$ cat src/rtl/lrtr_pkg.sv
// shared constants, types and helper functions of the tapered runner renderer
package lrtr_pkg;

    localparam int RING_PIXELS  = 24;
    localparam int MAX_SEGMENTS = 5;

    localparam int SPAN      = RING_PIXELS * 256;
    localparam int POS_W     = $clog2(SPAN);
    localparam int PIX_W     = $clog2(RING_PIXELS);
    localparam int LEN_W     = $clog2(RING_PIXELS + 2);
    localparam int SEG_W     = (MAX_SEGMENTS > 1) ? $clog2(MAX_SEGMENTS) : 1;
    localparam int SPEED_LIM = SPAN - 1;

    // percent * RING_PIXELS / 100 as a multiply by reciprocal
    localparam int LEN_SHIFT = 19;
    localparam int LEN_MULT  = RING_PIXELS * 5243;

    localparam int ADDR_W = 6;
    localparam int DATA_W = 64;

    localparam logic [2:0] REG_SEGMENT_COUNT = 3'd0;
    localparam logic [2:0] REG_SEGMENT_BASE  = 3'd1;
    localparam logic [2:0] RESET_COUNT       = 3'd3;

    typedef struct packed {
        logic [6:0]  pct;
        logic [15:0] speed;
        logic [23:0] color;
    } t_seg_cfg;

    // effective number of drawn segments
    function automatic logic [3:0] active_count(input logic [2:0] cnt);
        logic [3:0] c;
        c = {1'b0, cnt};
        if (c == 4'd0) c = 4'd1;
        if (c > 4'(MAX_SEGMENTS)) c = 4'(MAX_SEGMENTS);
        return c;
    endfunction

    // evenly spaced start position of segment idx for a given count
    function automatic logic [POS_W-1:0] respace_pos(input logic [3:0] cnt,
                                                     input logic [3:0] idx);
        logic [POS_W:0]   offset;
        logic [POS_W+4:0] prod;
        case (cnt)
            4'd1:    offset = (POS_W+1)'(SPAN / 1);
            4'd2:    offset = (POS_W+1)'(SPAN / 2);
            4'd3:    offset = (POS_W+1)'(SPAN / 3);
            4'd4:    offset = (POS_W+1)'(SPAN / 4);
            default: offset = (POS_W+1)'(SPAN / 5);
        endcase
        prod = offset * idx;
        return (idx < cnt) ? prod[POS_W-1:0] : '0;
    endfunction

endpackage

$ cat src/rtl/lrtr_regs.sv
// apb register file holding segment count and per-segment settings
module lrtr_regs (
    input  logic                                 i_clk,
    input  logic                                 i_rst_n,
    input  logic                                 psel,
    input  logic                                 penable,
    input  logic                                 pwrite,
    input  logic [lrtr_pkg::ADDR_W-1:0]          paddr,
    input  logic [lrtr_pkg::DATA_W-1:0]          pwdata,
    output logic [lrtr_pkg::DATA_W-1:0]          prdata,
    output logic [2:0]                           o_count,
    output lrtr_pkg::t_seg_cfg                   o_seg [lrtr_pkg::MAX_SEGMENTS]
);

    logic [2:0]         r_count;
    lrtr_pkg::t_seg_cfg r_seg [lrtr_pkg::MAX_SEGMENTS];
    logic [2:0]         idx;
    logic               wr;

    assign idx = paddr[5:3];
    assign wr  = psel & penable & pwrite;

    always_ff @(posedge i_clk) begin
        if (!i_rst_n) begin
            r_count <= lrtr_pkg::RESET_COUNT;
            for (int s = 0; s < lrtr_pkg::MAX_SEGMENTS; s++) begin
                r_seg[s] <= '0;
            end
        end else if (wr) begin
            if (idx == lrtr_pkg::REG_SEGMENT_COUNT) begin
                r_count <= pwdata[2:0];
            end
            for (int s = 0; s < lrtr_pkg::MAX_SEGMENTS; s++) begin
                if (idx == lrtr_pkg::REG_SEGMENT_BASE + 3'(s)) begin
                    r_seg[s] <= pwdata[46:0];
                end
            end
        end
    end

    always_comb begin
        prdata = '0;
        if (idx == lrtr_pkg::REG_SEGMENT_COUNT) begin
            prdata = {61'd0, r_count};
        end
        for (int s = 0; s < lrtr_pkg::MAX_SEGMENTS; s++) begin
            if (idx == lrtr_pkg::REG_SEGMENT_BASE + 3'(s)) begin
                prdata = {17'd0, r_seg[s]};
            end
        end
    end

    assign o_count = r_count;
    assign o_seg   = r_seg;

endmodule

$ cat src/rtl/lrtr_div.sv
// three-lane restoring divider, one quotient bit per cycle
module lrtr_div (
    input  logic                       i_clk,
    input  logic                       i_rst_n,
    input  logic                       i_start,
    input  logic [lrtr_pkg::LEN_W-1:0] i_divisor,
    input  logic [7:0]                 i_dividend [3],
    output logic                       o_done,
    output logic [7:0]                 o_quot [3]
);

    logic                       r_busy;
    logic                       r_done;
    logic [2:0]                 r_cnt;
    logic [lrtr_pkg::LEN_W-1:0] r_div;
    logic [lrtr_pkg::LEN_W-1:0] r_rem [3];
    logic [7:0]                 r_q [3];
    logic [lrtr_pkg::LEN_W:0]   sh [3];

    always_comb begin
        for (int c = 0; c < 3; c++) begin
            sh[c] = {r_rem[c], r_q[c][7]};
        end
    end

    always_ff @(posedge i_clk) begin
        if (!i_rst_n) begin
            r_busy <= 1'b0;
            r_done <= 1'b0;
            r_cnt  <= '0;
        end else begin
            r_done <= r_busy && (r_cnt == 3'd7);
            if (i_start) begin
                r_busy <= 1'b1;
                r_cnt  <= '0;
            end else if (r_busy) begin
                r_cnt <= r_cnt + 3'd1;
                if (r_cnt == 3'd7) r_busy <= 1'b0;
            end
        end
    end

    always_ff @(posedge i_clk) begin
        if (i_start) begin
            r_div <= i_divisor;
            for (int c = 0; c < 3; c++) begin
                r_rem[c] <= '0;
                r_q[c]   <= i_dividend[c];
            end
        end else if (r_busy) begin
            for (int c = 0; c < 3; c++) begin
                if (sh[c] >= {1'b0, r_div}) begin
                    r_rem[c] <= lrtr_pkg::LEN_W'(sh[c] - {1'b0, r_div});
                    r_q[c]   <= {r_q[c][6:0], 1'b1};
                end else begin
                    r_rem[c] <= sh[c][lrtr_pkg::LEN_W-1:0];
                    r_q[c]   <= {r_q[c][6:0], 1'b0};
                end
            end
        end
    end

    assign o_done = r_done;
    assign o_quot = r_q;

endmodule

$ cat src/rtl/lrtr_frame_mem.sv
// frame store memory with per-pixel valid bits, so a clear resets all valid bits together
module lrtr_frame_mem (
    input  logic                       i_clk,
    input  logic                       i_rst_n,
    input  logic                       i_clear,
    input  logic                       i_we,
    input  logic [lrtr_pkg::PIX_W-1:0] i_waddr,
    input  logic [23:0]                i_wdata,
    input  logic                       i_re,
    input  logic [lrtr_pkg::PIX_W-1:0] i_raddr,
    output logic [23:0]                o_rdata
);

    logic [23:0]                       r_mem [lrtr_pkg::RING_PIXELS];
    logic [lrtr_pkg::RING_PIXELS-1:0]  r_valid;
    logic [23:0]                       r_rdata;

    always_ff @(posedge i_clk) begin
        if (!i_rst_n || i_clear) begin
            r_valid <= '0;
        end else if (i_we) begin
            r_valid[i_waddr] <= 1'b1;
        end
    end

    always_ff @(posedge i_clk) begin
        if (i_we) begin
            r_mem[i_waddr] <= i_wdata;
        end
        if (i_re) begin
            r_rdata <= r_valid[i_raddr] ? r_mem[i_raddr] : 24'd0;
        end
    end

    assign o_rdata = r_rdata;

endmodule

$ cat src/rtl/led_ring_tapered_runner_renderer.sv
// top level: tapered runner renderer for a ring of rgb pixels
// per frame: for each active segment a load, a divider run and a read-modify-write
//   of each of its len+1 taper slots, then the 24 pixels are read out and offered in turn
// throughput: one frame at a time, next frame request taken once the last pixel is taken
// the read-modify-write of the frame store and the taper divider set the rate
// reset (synchronous, active low): 3 segments evenly spaced, settings zero, frame clear
module led_ring_tapered_runner_renderer (
    input  logic                          i_clk,
    input  logic                          i_rst_n,
    input  logic                          i_valid,
    output logic                          o_ready,
    input  logic                          i_restart,
    output logic                          o_valid,
    input  logic                          i_ready,
    output logic [4:0]                    o_pixel_index,
    output logic [7:0]                    o_red,
    output logic [7:0]                    o_green,
    output logic [7:0]                    o_blue,
    output logic                          o_last_pixel,
    input  logic                          psel,
    input  logic                          penable,
    input  logic                          pwrite,
    input  logic [lrtr_pkg::ADDR_W-1:0]   paddr,
    input  logic [lrtr_pkg::DATA_W-1:0]   pwdata,
    output logic [lrtr_pkg::DATA_W-1:0]   prdata,
    output logic                          pready
);

    localparam int POS_W = lrtr_pkg::POS_W;
    localparam int PIX_W = lrtr_pkg::PIX_W;
    localparam int LEN_W = lrtr_pkg::LEN_W;
    localparam int SEG_W = lrtr_pkg::SEG_W;

    typedef enum logic [8:0] {
        S_IDLE     = 9'b000000001,
        S_LOAD     = 9'b000000010,
        S_DSTART   = 9'b000000100,
        S_DWAIT    = 9'b000001000,
        S_TAP      = 9'b000010000,
        S_BLEND    = 9'b000100000,
        S_WRITE    = 9'b001000000,
        S_EMIT_RD  = 9'b010000000,
        S_EMIT_OUT = 9'b100000000
    } t_state;

    // register file
    logic [2:0]         cfg_count;
    lrtr_pkg::t_seg_cfg cfg_seg [lrtr_pkg::MAX_SEGMENTS];

    lrtr_regs u_regs (
        .i_clk   (i_clk),
        .i_rst_n (i_rst_n),
        .psel    (psel),
        .penable (penable),
        .pwrite  (pwrite),
        .paddr   (paddr),
        .pwdata  (pwdata),
        .prdata  (prdata),
        .o_count (cfg_count),
        .o_seg   (cfg_seg)
    );

    assign pready = 1'b1;

    // control and datapath registers
    t_state                r_state, n_state;
    logic [SEG_W-1:0]      r_seg;
    logic [POS_W-1:0]      r_pos [lrtr_pkg::MAX_SEGMENTS];
    logic [LEN_W-1:0]      r_len;
    logic [LEN_W-1:0]      r_i;
    logic [PIX_W-1:0]      r_px;
    logic [PIX_W-1:0]      r_k;
    logic [7:0]            r_frac;
    logic [23:0]           r_color;
    logic [7:0]            r_v1 [3];
    logic [7:0]            r_v2 [3];
    logic [7:0]            r_bl [3];

    logic [3:0]            act_cnt;
    lrtr_pkg::t_seg_cfg    cur;
    logic signed [16:0]    spd;
    logic signed [16:0]    np;
    logic [POS_W-1:0]      np_w;
    logic [6:0]            pct_c;
    logic [31:0]           len_prod;
    logic [LEN_W-1:0]      len_raw;
    logic [LEN_W-1:0]      len_c;
    logic                  in_xfer;
    logic                  out_xfer;
    logic                  div_done;
    logic [7:0]            div_quot [3];
    logic [7:0]            div_in [3];
    logic [23:0]           rdata;
    logic [23:0]           wdata;
    logic [PIX_W-1:0]      px_next;

    assign act_cnt  = lrtr_pkg::active_count(cfg_count);
    assign in_xfer  = i_valid && o_ready;
    assign out_xfer = o_valid && i_ready;

    // taper slot value of one channel; slot 0 and slot len+1 are dark
    function automatic logic [7:0] taper(input logic [LEN_W-1:0] len,
                                         input logic [LEN_W-1:0] slot,
                                         input logic [7:0] step);
        logic [LEN_W-1:0]   mid;
        logic [LEN_W-1:0]   idx;
        logic [LEN_W+7:0]   prod;
        mid  = len >> 1;
        idx  = (slot <= mid) ? slot + LEN_W'(1) : len - slot;
        prod = step * idx;
        if (slot == '0 || {1'b0, slot} == {1'b0, len} + (LEN_W+1)'(1)) begin
            return 8'd0;
        end
        return prod[7:0];
    endfunction

    // advance the current segment with clamped speed and a single wrap
    always_comb begin
        cur = cfg_seg[r_seg];
        spd = 17'(signed'(cur.speed));
        if (spd > 17'(lrtr_pkg::SPEED_LIM)) spd = 17'(lrtr_pkg::SPEED_LIM);
        if (spd < -17'(lrtr_pkg::SPEED_LIM)) spd = -17'(lrtr_pkg::SPEED_LIM);
        np = signed'({{(17-POS_W){1'b0}}, r_pos[r_seg]}) + spd;
        if (np >= 17'(lrtr_pkg::SPAN)) begin
            np = np - 17'(lrtr_pkg::SPAN);
        end else if (np < 17'sd0) begin
            np = np + 17'(lrtr_pkg::SPAN);
        end
        np_w = np[POS_W-1:0];
        // taper length in pixels, at least two
        pct_c    = (cur.pct > 7'd100) ? 7'd100 : cur.pct;
        len_prod = 32'(pct_c) * 32'(lrtr_pkg::LEN_MULT);
        len_raw  = LEN_W'(len_prod >> lrtr_pkg::LEN_SHIFT);
        len_c    = (len_raw < LEN_W'(2)) ? LEN_W'(2) : len_raw;
    end

    // per-channel step = channel / (len/2 + 1)
    assign div_in[0] = r_color[23:16];
    assign div_in[1] = r_color[15:8];
    assign div_in[2] = r_color[7:0];

    lrtr_div u_div (
        .i_clk      (i_clk),
        .i_rst_n    (i_rst_n),
        .i_start    (r_state == S_DSTART),
        .i_divisor  ((r_len >> 1) + LEN_W'(1)),
        .i_dividend (div_in),
        .o_done     (div_done),
        .o_quot     (div_quot)
    );

    // saturating add of the blended taper into the stored pixel
    always_comb begin
        logic [8:0] s;
        wdata = '0;
        for (int c = 0; c < 3; c++) begin
            s = {1'b0, rdata[23-8*c -: 8]} + {1'b0, r_bl[c]};
            wdata[23-8*c -: 8] = s[8] ? 8'hff : s[7:0];
        end
    end

    assign px_next = (r_px == PIX_W'(lrtr_pkg::RING_PIXELS - 1)) ? '0 : r_px + PIX_W'(1);

    lrtr_frame_mem u_mem (
        .i_clk   (i_clk),
        .i_rst_n (i_rst_n),
        .i_clear (in_xfer),
        .i_we    (r_state == S_WRITE),
        .i_waddr (r_px),
        .i_wdata (wdata),
        .i_re    ((r_state == S_TAP) || (r_state == S_EMIT_RD)),
        .i_raddr ((r_state == S_TAP) ? r_px : r_k),
        .o_rdata (rdata)
    );

    // frame sequencer
    always_comb begin
        n_state = r_state;
        unique case (r_state)
            S_IDLE:     if (i_valid) n_state = S_LOAD;
            S_LOAD:     n_state = S_DSTART;
            S_DSTART:   n_state = S_DWAIT;
            S_DWAIT:    if (div_done) n_state = S_TAP;
            S_TAP:      n_state = S_BLEND;
            S_BLEND:    n_state = S_WRITE;
            S_WRITE: begin
                if (r_i != r_len) begin
                    n_state = S_TAP;
                end else if ({1'b0, r_seg} + (SEG_W+1)'(1) == (SEG_W+1)'(act_cnt)) begin
                    n_state = S_EMIT_RD;
                end else begin
                    n_state = S_LOAD;
                end
            end
            S_EMIT_RD:  n_state = S_EMIT_OUT;
            S_EMIT_OUT: begin
                if (i_ready) begin
                    n_state = (r_k == PIX_W'(lrtr_pkg::RING_PIXELS - 1)) ? S_IDLE : S_EMIT_RD;
                end
            end
            default:    n_state = S_IDLE;
        endcase
    end

    always_ff @(posedge i_clk) begin
        if (!i_rst_n) begin
            r_state <= S_IDLE;
            r_seg   <= '0;
            r_k     <= '0;
            for (int s = 0; s < lrtr_pkg::MAX_SEGMENTS; s++) begin
                r_pos[s] <= lrtr_pkg::respace_pos(
                    lrtr_pkg::active_count(lrtr_pkg::RESET_COUNT), 4'(s));
            end
        end else begin
            r_state <= n_state;
            if (in_xfer) begin
                r_seg <= '0;
                r_k   <= '0;
                // restart respaces every segment before this frame moves them
                if (i_restart) begin
                    for (int s = 0; s < lrtr_pkg::MAX_SEGMENTS; s++) begin
                        r_pos[s] <= lrtr_pkg::respace_pos(act_cnt, 4'(s));
                    end
                end
            end
            if (r_state == S_LOAD) begin
                r_pos[r_seg] <= np_w;
            end
            if (r_state == S_WRITE && r_i == r_len) begin
                r_seg <= r_seg + SEG_W'(1);
            end
            if (out_xfer) begin
                r_k <= r_k + PIX_W'(1);
            end
        end
    end

    // payload registers
    always_ff @(posedge i_clk) begin
        logic [16:0] acc;
        if (r_state == S_LOAD) begin
            r_len   <= len_c;
            r_color <= cur.color;
            r_frac  <= np_w[7:0];
            r_px    <= np_w[POS_W-1:8];
            r_i     <= '0;
        end
        if (r_state == S_TAP) begin
            for (int c = 0; c < 3; c++) begin
                r_v1[c] <= taper(r_len, r_i, div_quot[c]);
                r_v2[c] <= taper(r_len, r_i + LEN_W'(1), div_quot[c]);
            end
        end
        if (r_state == S_BLEND) begin
            // weight of the lower slot is frac+1, of the upper 255-frac
            for (int c = 0; c < 3; c++) begin
                acc = 17'(r_v1[c]) * 17'({1'b0, r_frac} + 9'd1)
                    + 17'(r_v2[c]) * 17'(8'd255 - r_frac);
                r_bl[c] <= acc[15:8];
            end
        end
        if (r_state == S_WRITE) begin
            r_i  <= r_i + LEN_W'(1);
            r_px <= px_next;
        end
    end

    // ports
    assign o_ready       = (r_state == S_IDLE);
    assign o_valid       = (r_state == S_EMIT_OUT);
    assign o_pixel_index = 5'(r_k);
    assign o_red         = rdata[23:16];
    assign o_green       = rdata[15:8];
    assign o_blue        = rdata[7:0];
    assign o_last_pixel  = (r_k == PIX_W'(lrtr_pkg::RING_PIXELS - 1));

endmodule

$ cat config.mk
export PLATFORM = sky130hd
export DESIGN_NAME = led_ring_tapered_runner_renderer
export DESIGN_NICKNAME = d
export VERILOG_FILES = /design/src/rtl/lrtr_pkg.sv /design/src/rtl/lrtr_regs.sv /design/src/rtl/lrtr_div.sv /design/src/rtl/lrtr_frame_mem.sv /design/src/rtl/led_ring_tapered_runner_renderer.sv
export SDC_FILE = /design/constraint.sdc
export NUM_CORES = 2
export LEC_CHECK = 0
export BUFFER_PORTS_ARGS = -buffer_cell sky130_fd_sc_hd__buf_2
export CAP_MARGIN = 30
export CORE_MARGIN = 2
export CORE_UTILIZATION = 23
export DETAILED_ROUTE_END_ITERATION = 8
export GPL_TIMING_DRIVEN = 0
export PLACE_DENSITY_LB_ADDON = 0.1
export SYNTH_ARGS = -nofsm -noshare
export SYNTH_HDL_FRONTEND = slang
export SYNTH_SLANG_ARGS = --single-unit
$ cat constraint.sdc
create_clock -name i_clk -period 13.6 [get_ports i_clk]
set_input_delay 2.72 -clock i_clk [delete_from_list [all_inputs] [get_ports i_clk]]
set_output_delay 2.72 -clock i_clk [all_outputs]
set_load 0.01 [all_outputs]
## After elaboration in Yosys (flattened, before gate mapping)

Memory sizes are Yosys's and may differ from the RTL's. A register that Yosys moved wholly into a read port is not among the register bits.
Cells that the tools add are included.

- Register bits after elaboration: 360
- Memory bits (writable): 728
- Input bits: 78
- Word-level logic and storage cells: 303
- Memories: 6

- $add $sub $neg: 25
- Multiply operators: 14
- Magnitude comparators: 20
- Equal/unequal tests: 29
- Mux-type cells: 133
- Bitwise gates (word level): 16
- Reduce and logical (&&, ||, !) cells: 28

Memories:

| name | words | width | read ports | clocked after memory_dff | write ports | RTL line | RTL |
|---|---|---|---|---|---|---|---|
| u_mem.r_mem | 24 | 24 | 1 | 1 | 1 | lrtr_frame_mem.sv:14 | `logic [23:0] r_mem [lrtr_pkg::RING_PIXELS];` |
| r_pos | 5 | 13 | 1 | 1 | 5 | led_ring_tapered_runner_renderer.sv:68 | `logic [POS_W-1:0] r_pos [lrtr_pkg::MAX_SEGMENTS];` |
| r_bl | 3 | 8 | 3 | 0 | 3 | led_ring_tapered_runner_renderer.sv:77 | `logic [7:0] r_bl [3];` |
| r_v1 | 3 | 8 | 3 | 0 | 3 | led_ring_tapered_runner_renderer.sv:75 | `logic [7:0] r_v1 [3];` |
| r_v2 | 3 | 8 | 3 | 0 | 3 | led_ring_tapered_runner_renderer.sv:76 | `logic [7:0] r_v2 [3];` |
| u_div.r_rem | 3 | 5 | 3 | 0 | 3 | lrtr_div.sv:16 | `logic [lrtr_pkg::LEN_W-1:0] r_rem [3];` |

Operators by type and width:

| operator | number |
|---|---|
| 2-to-1 mux 47 bit | 7 |
| 2-to-1 mux 13 bit | 13 |
| 2-to-1 mux 8 bit | 20 |
| binary-select mux 47 bit (select 3 bit) | 1 |
| case mux 9 bit (9 select lines) | 1 |
| 2-to-1 mux 5 bit | 16 |
| 2-to-1 mux 1 bit | 53 |
| case mux 13 bit (4 select lines) | 1 |
| adder 16 bit | 3 |
| multiplier 8 x 5 -> 8 bit | 6 |
| multiplier 8 x 9 -> 16 bit | 3 |
| 2-to-1 mux 24 bit | 2 |
| 2-to-1 mux 14 bit | 3 |
| multiplier 8 x 17 -> 16 bit | 2 |
| 2-to-1 mux 17 bit | 2 |
| adder 8 x 8 -> 9 bit | 3 |
| 2-to-1 mux 9 bit | 3 |
| subtractor 5 bit | 5 |
| 2-to-1 mux 3 bit | 8 |
| OR 24 bit | 1 |
| multiplier 7 x 14 -> 21 bit (second input constant) | 1 |
| adder 5 x 1 -> 5 bit (second input constant) | 4 |
| >= comparator 6 x 5 -> 1 bit | 3 |
| adder 14 x 17 -> 17 bit | 1 |
| other kinds (60) | 103 |

## Longest topological paths before layout

- Depth after elaboration: 14
- Depth in mapped cells: 31
- Depth with buffers taken out: 27

## Hierarchy

Synthesis repeated with hierarchy kept, for this count alone.

- Cells, all modules: 6018
- Area total of the unflattened synthesis: 71051.9 um2

Modules (own cells, without submodules):

| module | instances | cells an instance | area an instance (um2) | sequential area each (um2) |
|---|---|---|---|---|
| led_ring_tapered_runner_renderer | 1 | 3425 | 33271.9 | 7096.8 |
| lrtr_frame_mem | 1 | 1264 | 24141.9 | 18497.7 |
| lrtr_regs | 1 | 1121 | 10965.5 | 4764.6 |
| lrtr_div | 1 | 208 | 2672.6 | 1421.4 |

## Worst setup path after synthesis

OpenSTA, ideal clock, no wires.

- Path kind: input -> output
- Start point: input port paddr[3] (netlist bit)
- End point: output port prdata[10] (netlist bit)
- Arrival: 4188 ps
- Data required time: 10880 ps
- Path slack: 6692 ps
- Cell stages on the path: 5
- Buffers on the path: 3
- Path through: clkbuf_1 > clkbuf_1 > buf_1 > mux2i_1 > o22ai_1

- Word-level cells in the longest chain between the ends: 6
- Elaborated cells on any way between the ends: 10
- Those cells by class: eq/ne: 5; mux: 5

RTL lines:

| element | RTL line | RTL |
|---|---|---|
| start, declared | led_ring_tapered_runner_renderer.sv:23 | `input logic [lrtr_pkg::ADDR_W-1:0] paddr,` |
| == test 3 x 1 -> 1 bit | lrtr_regs.sv:47 | `if (idx == lrtr_pkg::REG_SEGMENT_BASE + 3'(s)) begin` |
| 2-to-1 mux 47 bit (4 in series) | lrtr_regs.sv:47 |  |
| 2-to-1 mux 47 bit (*) | lrtr_regs.sv:47 |  |
| end, declared | led_ring_tapered_runner_renderer.sv:25 | `output logic [lrtr_pkg::DATA_W-1:0] prdata,` |

Mark *: on every way between the ends. The rest lies on a longest branch, timed or not.

## Worst setup path in the final report

- Start point: register r_seg[2]
- End point: register r_len[0] (data pin)

- Word-level cells in the longest chain between the ends: 8

RTL lines:

| element | RTL line | RTL |
|---|---|---|
| start, declared | led_ring_tapered_runner_renderer.sv:67 | `logic [SEG_W-1:0] r_seg;` |
| start signal, assigned | led_ring_tapered_runner_renderer.sv:230 | `r_seg <= r_seg + SEG_W'(1);` |
| inverter 3 -> 4 bit (not written as such) (*) | led_ring_tapered_runner_renderer.sv:119 | `cur = cfg_seg[r_seg];` |
| binary-select mux 47 bit (select 3 bit) (*) | led_ring_tapered_runner_renderer.sv:119 |  |
| 2-to-1 mux 47 bit (not written as such) (*) (2 in series) | led_ring_tapered_runner_renderer.sv:119 |  |
| greater-than comparator 7 bit | led_ring_tapered_runner_renderer.sv:131 | `pct_c = (cur.pct > 7'd100) ? 7'd100 : cur.pct;` |
| 2-to-1 mux 7 bit (*) | led_ring_tapered_runner_renderer.sv:131 |  |
| multiplier 7 x 14 -> 21 bit (*) | led_ring_tapered_runner_renderer.sv:132 | `len_prod = 32'(pct_c) * 32'(lrtr_pkg::LEN_MULT);` |
| less-than comparator 5 x 2 -> 1 bit | led_ring_tapered_runner_renderer.sv:134 | `len_c = (len_raw < LEN_W'(2)) ? LEN_W'(2) : len_raw;` |
| end signal, assigned | led_ring_tapered_runner_renderer.sv:242 | `r_len <= len_c;` |
| end, declared | led_ring_tapered_runner_renderer.sv:69 | `logic [LEN_W-1:0] r_len;` |

Mark *: on every way between the ends. The rest lies on a longest branch, timed or not. The select of a mux whose other input is x is not followed.
A chain may end at the register's enable or synchronous reset.

==> metrics <==
crit path from r_seg[2]; CTS tree done; Worst setup EP type flop; gpl congestion 0.816; worst-margin pin slew 1.04 ns; syn_area_per_cell 11.8 µm²; CP top delay family buffers and inverters; initial DRC count 3,235; Core Util, Final 27.0%; Max Clock Freq 110 MHz; Min-Delay Path Class flop to flop; Async S/R FF share, synth 0%; total grt overflow 0; crit-path max cell delay 0.76 ns; Synth area leaders edfxtp_1, fa_1, dfxtp_1, ha_1, mux4_2; mux cell area share after synthesis 9.54%; std cell rows 202; main combinational cell family by area after synthesis adder cells; synth unique cells 84; remaining antenna violation count 0; Nets 7,172; final instance area 81,800 µm²; area delta synth->final 16.9%; Arrival @ worst endpoint 9.60 ns; share of cells above drive strength 1 12.8%; simple-gate share of the synthesized area 11.2%; vias 46,752; Finish-stage setup viols 0; setup_tns 0 ns; vias in the first global route 48,465; complex-gate fraction of the synthesized area 8.31%; DR WL/cell 24.2 µm; WP data required 14.15 ns; cell area after synthesis 70,000 µm²; CTS Buf Count 151; relative slew slack 30.9%; DR DRC count 0; CTS H-tree depth 4; peak supply drop 0.0888 mV; Synth Warn # 0; post-route clock period utilization 66.6%; Critical path buffers and inverters 9; Syn Inst Count 5,940; Synth top area share 37.2%; leakage 0.0308 µW; hpwl dp 188,000 µm; PwrDens 106 nW/µm²; Die Area 309,000 µm²; flop and latch count out of synthesis 1,154; register area 31,800 µm²; cell repeated most along the worst path clkbuf_1; Clock Latency Late Sink 0.88 ns; Multi-input gate area 34,800 µm²; XOR/XNOR share of the synthesized area 2.26%; routed vias/inst 4.49; FF-to-FF Start r_seg[2]; CTS clk-pin slew, worst paths 0.06 ns; post-CTS setup buffers 0; initial antenna violation count 22; synthesized-area fraction occupied by adder cells 18.0%; Worst setup SP type flop; total track usage 16.2%; Final Max Slew Viols 0; Setup Skew 0.104 ns; final hold violation count 0; Die Span X 556 µm; Tmin final 9.06 ns; Crit-path slowest cell clkbuf_1; RSZ-0062 raised after global routing no; largest net degree at the start of global routing 58; CP Max Fanout 10; Non-Filler Instances 10,424; Hold Buf Count CTS 0; outcome completed; Yosys top cell by area edfxtp_1; sequential element share of the synthesized area 45.4%; PostCTS Resize Cnt 0; Initial Util 23.1%; Longest Clk Path Bufs 4; Max-Cap Viols 0; first-pass GRT wire length 360,000 µm; top_reg_cell synth edfxtp_1; Core Footprint 303,000 µm²; Die H 556 µm; TritonRoute pass-1 iters 5; Clock Sinks 1,154; kind of critical path flop to flop; # fillers 31,576; Port Buf Inserts 134; critical path cell sequence clkbuf_1 -> buf_2 -> clkbuf_1 -> clkbuf_1 -> clkbuf_1 -> clkbuf_1 -> a31o_2 -> inv_1 -> fa_1 -> fa_1 -> inv_1 -> fa_1 -> inv_1 -> fa_1 -> ha_1 -> a21o_1 -> a21o_1 -> a21oi_1 -> o211a_1 -> o21bai_1 -> nor3_1 -> mux2i_1 -> nor3_1 -> a21oi_1; io pins 175; Final Routed Wirelength 252,000 µm; Root Buffer clkbuf_16; Placed Cells 10,144; worst hold start u_mem.r_valid[17]; Post-Place Cell Area 77,100 µm²; Post-synth EDFFs 867
[power by group]
group	leakage (µW)	switching, µW	internal (µW)	total (µW)
registers	0.0103	10.9	3800	3820
logic	0.0183	589	378	967
clock network	0.00226	1640	2250	3890
[worst register-to-register path, cell delays in order, from the launching register on]
cell and delay, ns:
dfxtp_1 0.55, clkbuf_1 0.59, buf_2 0.48, clkbuf_1 0.50
clkbuf_1 0.57, clkbuf_1 0.74, clkbuf_1 0.76, a31o_2 0.49
inv_1 0.11, fa_1 0.51, fa_1 0.51, inv_1 0.06
fa_1 0.50, inv_1 0.05, fa_1 0.40, ha_1 0.23
a21o_1 0.15, a21o_1 0.17, a21oi_1 0.18, o211a_1 0.18
o21bai_1 0.07, nor3_1 0.55, mux2i_1 0.19, nor3_1 0.16
a21oi_1 0.10
[placed cells by master (no fill, tap or decap), types with 13 or more instances in the layout]
cell type,instances
a2111oi_2,13
a211oi_1,15
a21boi_0,245
a21o_1,54
a21oi_1,101
a22oi_1,63
a31oi_1,20
and2_1,167
and3_1,48
buf_1,40
buf_12,25
buf_2,159
buf_4,40
buf_6,14
buf_8,25
clkbuf_1,302
clkbuf_16,153
clkinv_1,17
clkinv_2,14
conb_1,18
dfxtp_1,287
edfxtp_1,867
fa_1,397
ha_1,373
inv_1,590
mux2_2,82
mux2i_1,135
mux4_2,195
nand2_1,744
nand2b_1,100
nand3_1,63
nor2_1,235
nor2_4,24
nor2b_1,171
nor3_1,27
o21a_1,20
o21ai_0,99
o22ai_1,109
xnor2_1,125
xor2_1,40
[cell families (layout without fill, tap and decap cells)]
family,Yosys count,after routing
fa+ha+maj,770,770
mux,413,413
xor+xnor,171,171
other cells,2,26
buf+inv,933,1415
flops,1154,1154
simple gates,1660,1660
compound gates,837,837
[registers in the layout (all words and copies together) (netlist names), 8 cells and up, named ones only]
signal and flops:
r_frac 8, r_v1 24, u_mem.r_valid 24, u_div.o_quot 24
r_state 9, r_pos 104, div_in 24, u_div.r_rem 15
r_bl 24, u_regs.o_seg 235, u_mem.r_mem 576, r_v2 24
u_mem.o_rdata 24
[metal layers]
| layer | track usage [%] | vias up | share of wire [%] |
|---|---|---|---|
| li1 | - | 21402 | - |
| met1 | 22.1 | 24035 | 46 |
| met2 | 26.3 | 1030 | 46 |
| met3 | 2.78 | 271 | 4.9 |
| met4 | 4.22 | 14 | 2.5 |
| met5 | 0 | - | 0.034 |
[final timing paths]
path | endpoint | slack, ns | cells past startpoint
setup / recovery | r_len[0] | 4.54 | 24
hold / removal | u_mem.r_valid[17] | 0.47 | 2
setup reg to reg | r_len[0] | 4.54 | 24
hold reg to reg | u_mem.r_valid[17] | 0.47 | 2
[cell type report]
| type | instances | share of cell area (%) |
|---|---|---|
| clock buffer | 216 | 5.09 |
| tap | 3978 | 6.08 |
| clock inverter | 51 | 0.622 |
| timing repair buffer | 215 | 2.26 |
| inverter | 591 | 2.71 |
| buffer | 342 | 1.79 |
| antenna | 8 | 0.0245 |
| sequential | 1154 | 38.8 |
| multi-input combinational | 3869 | 42.6 |
[metrics by stage]
step,setup WS (ns),total power [µW],hold slack (ns)
after floorplan,6.69,4530,0.435
after detailed placement,4.30,4880,0.459
final,4.54,8670,0.465
after CTS,4.26,8830,0.473
after global routing,4.00,9060,0.485
after global placement,4.18,4880,0.447
[synthesized netlist by cell type (all sizes together), types with 101 or more instances]
master	n
edfxtp	867
nand2	744
inv	590
fa	397
ha	373
dfxtp	287
nor2	261
clkbuf	251
a21boi	245
mux4	195
nor2b	172
and2	170
mux2i	136
xnor2	125
o22ai	110
o21ai	106
nand2b	102
a21oi	101
Note: power is estimated with default switching activity, not from simulation.
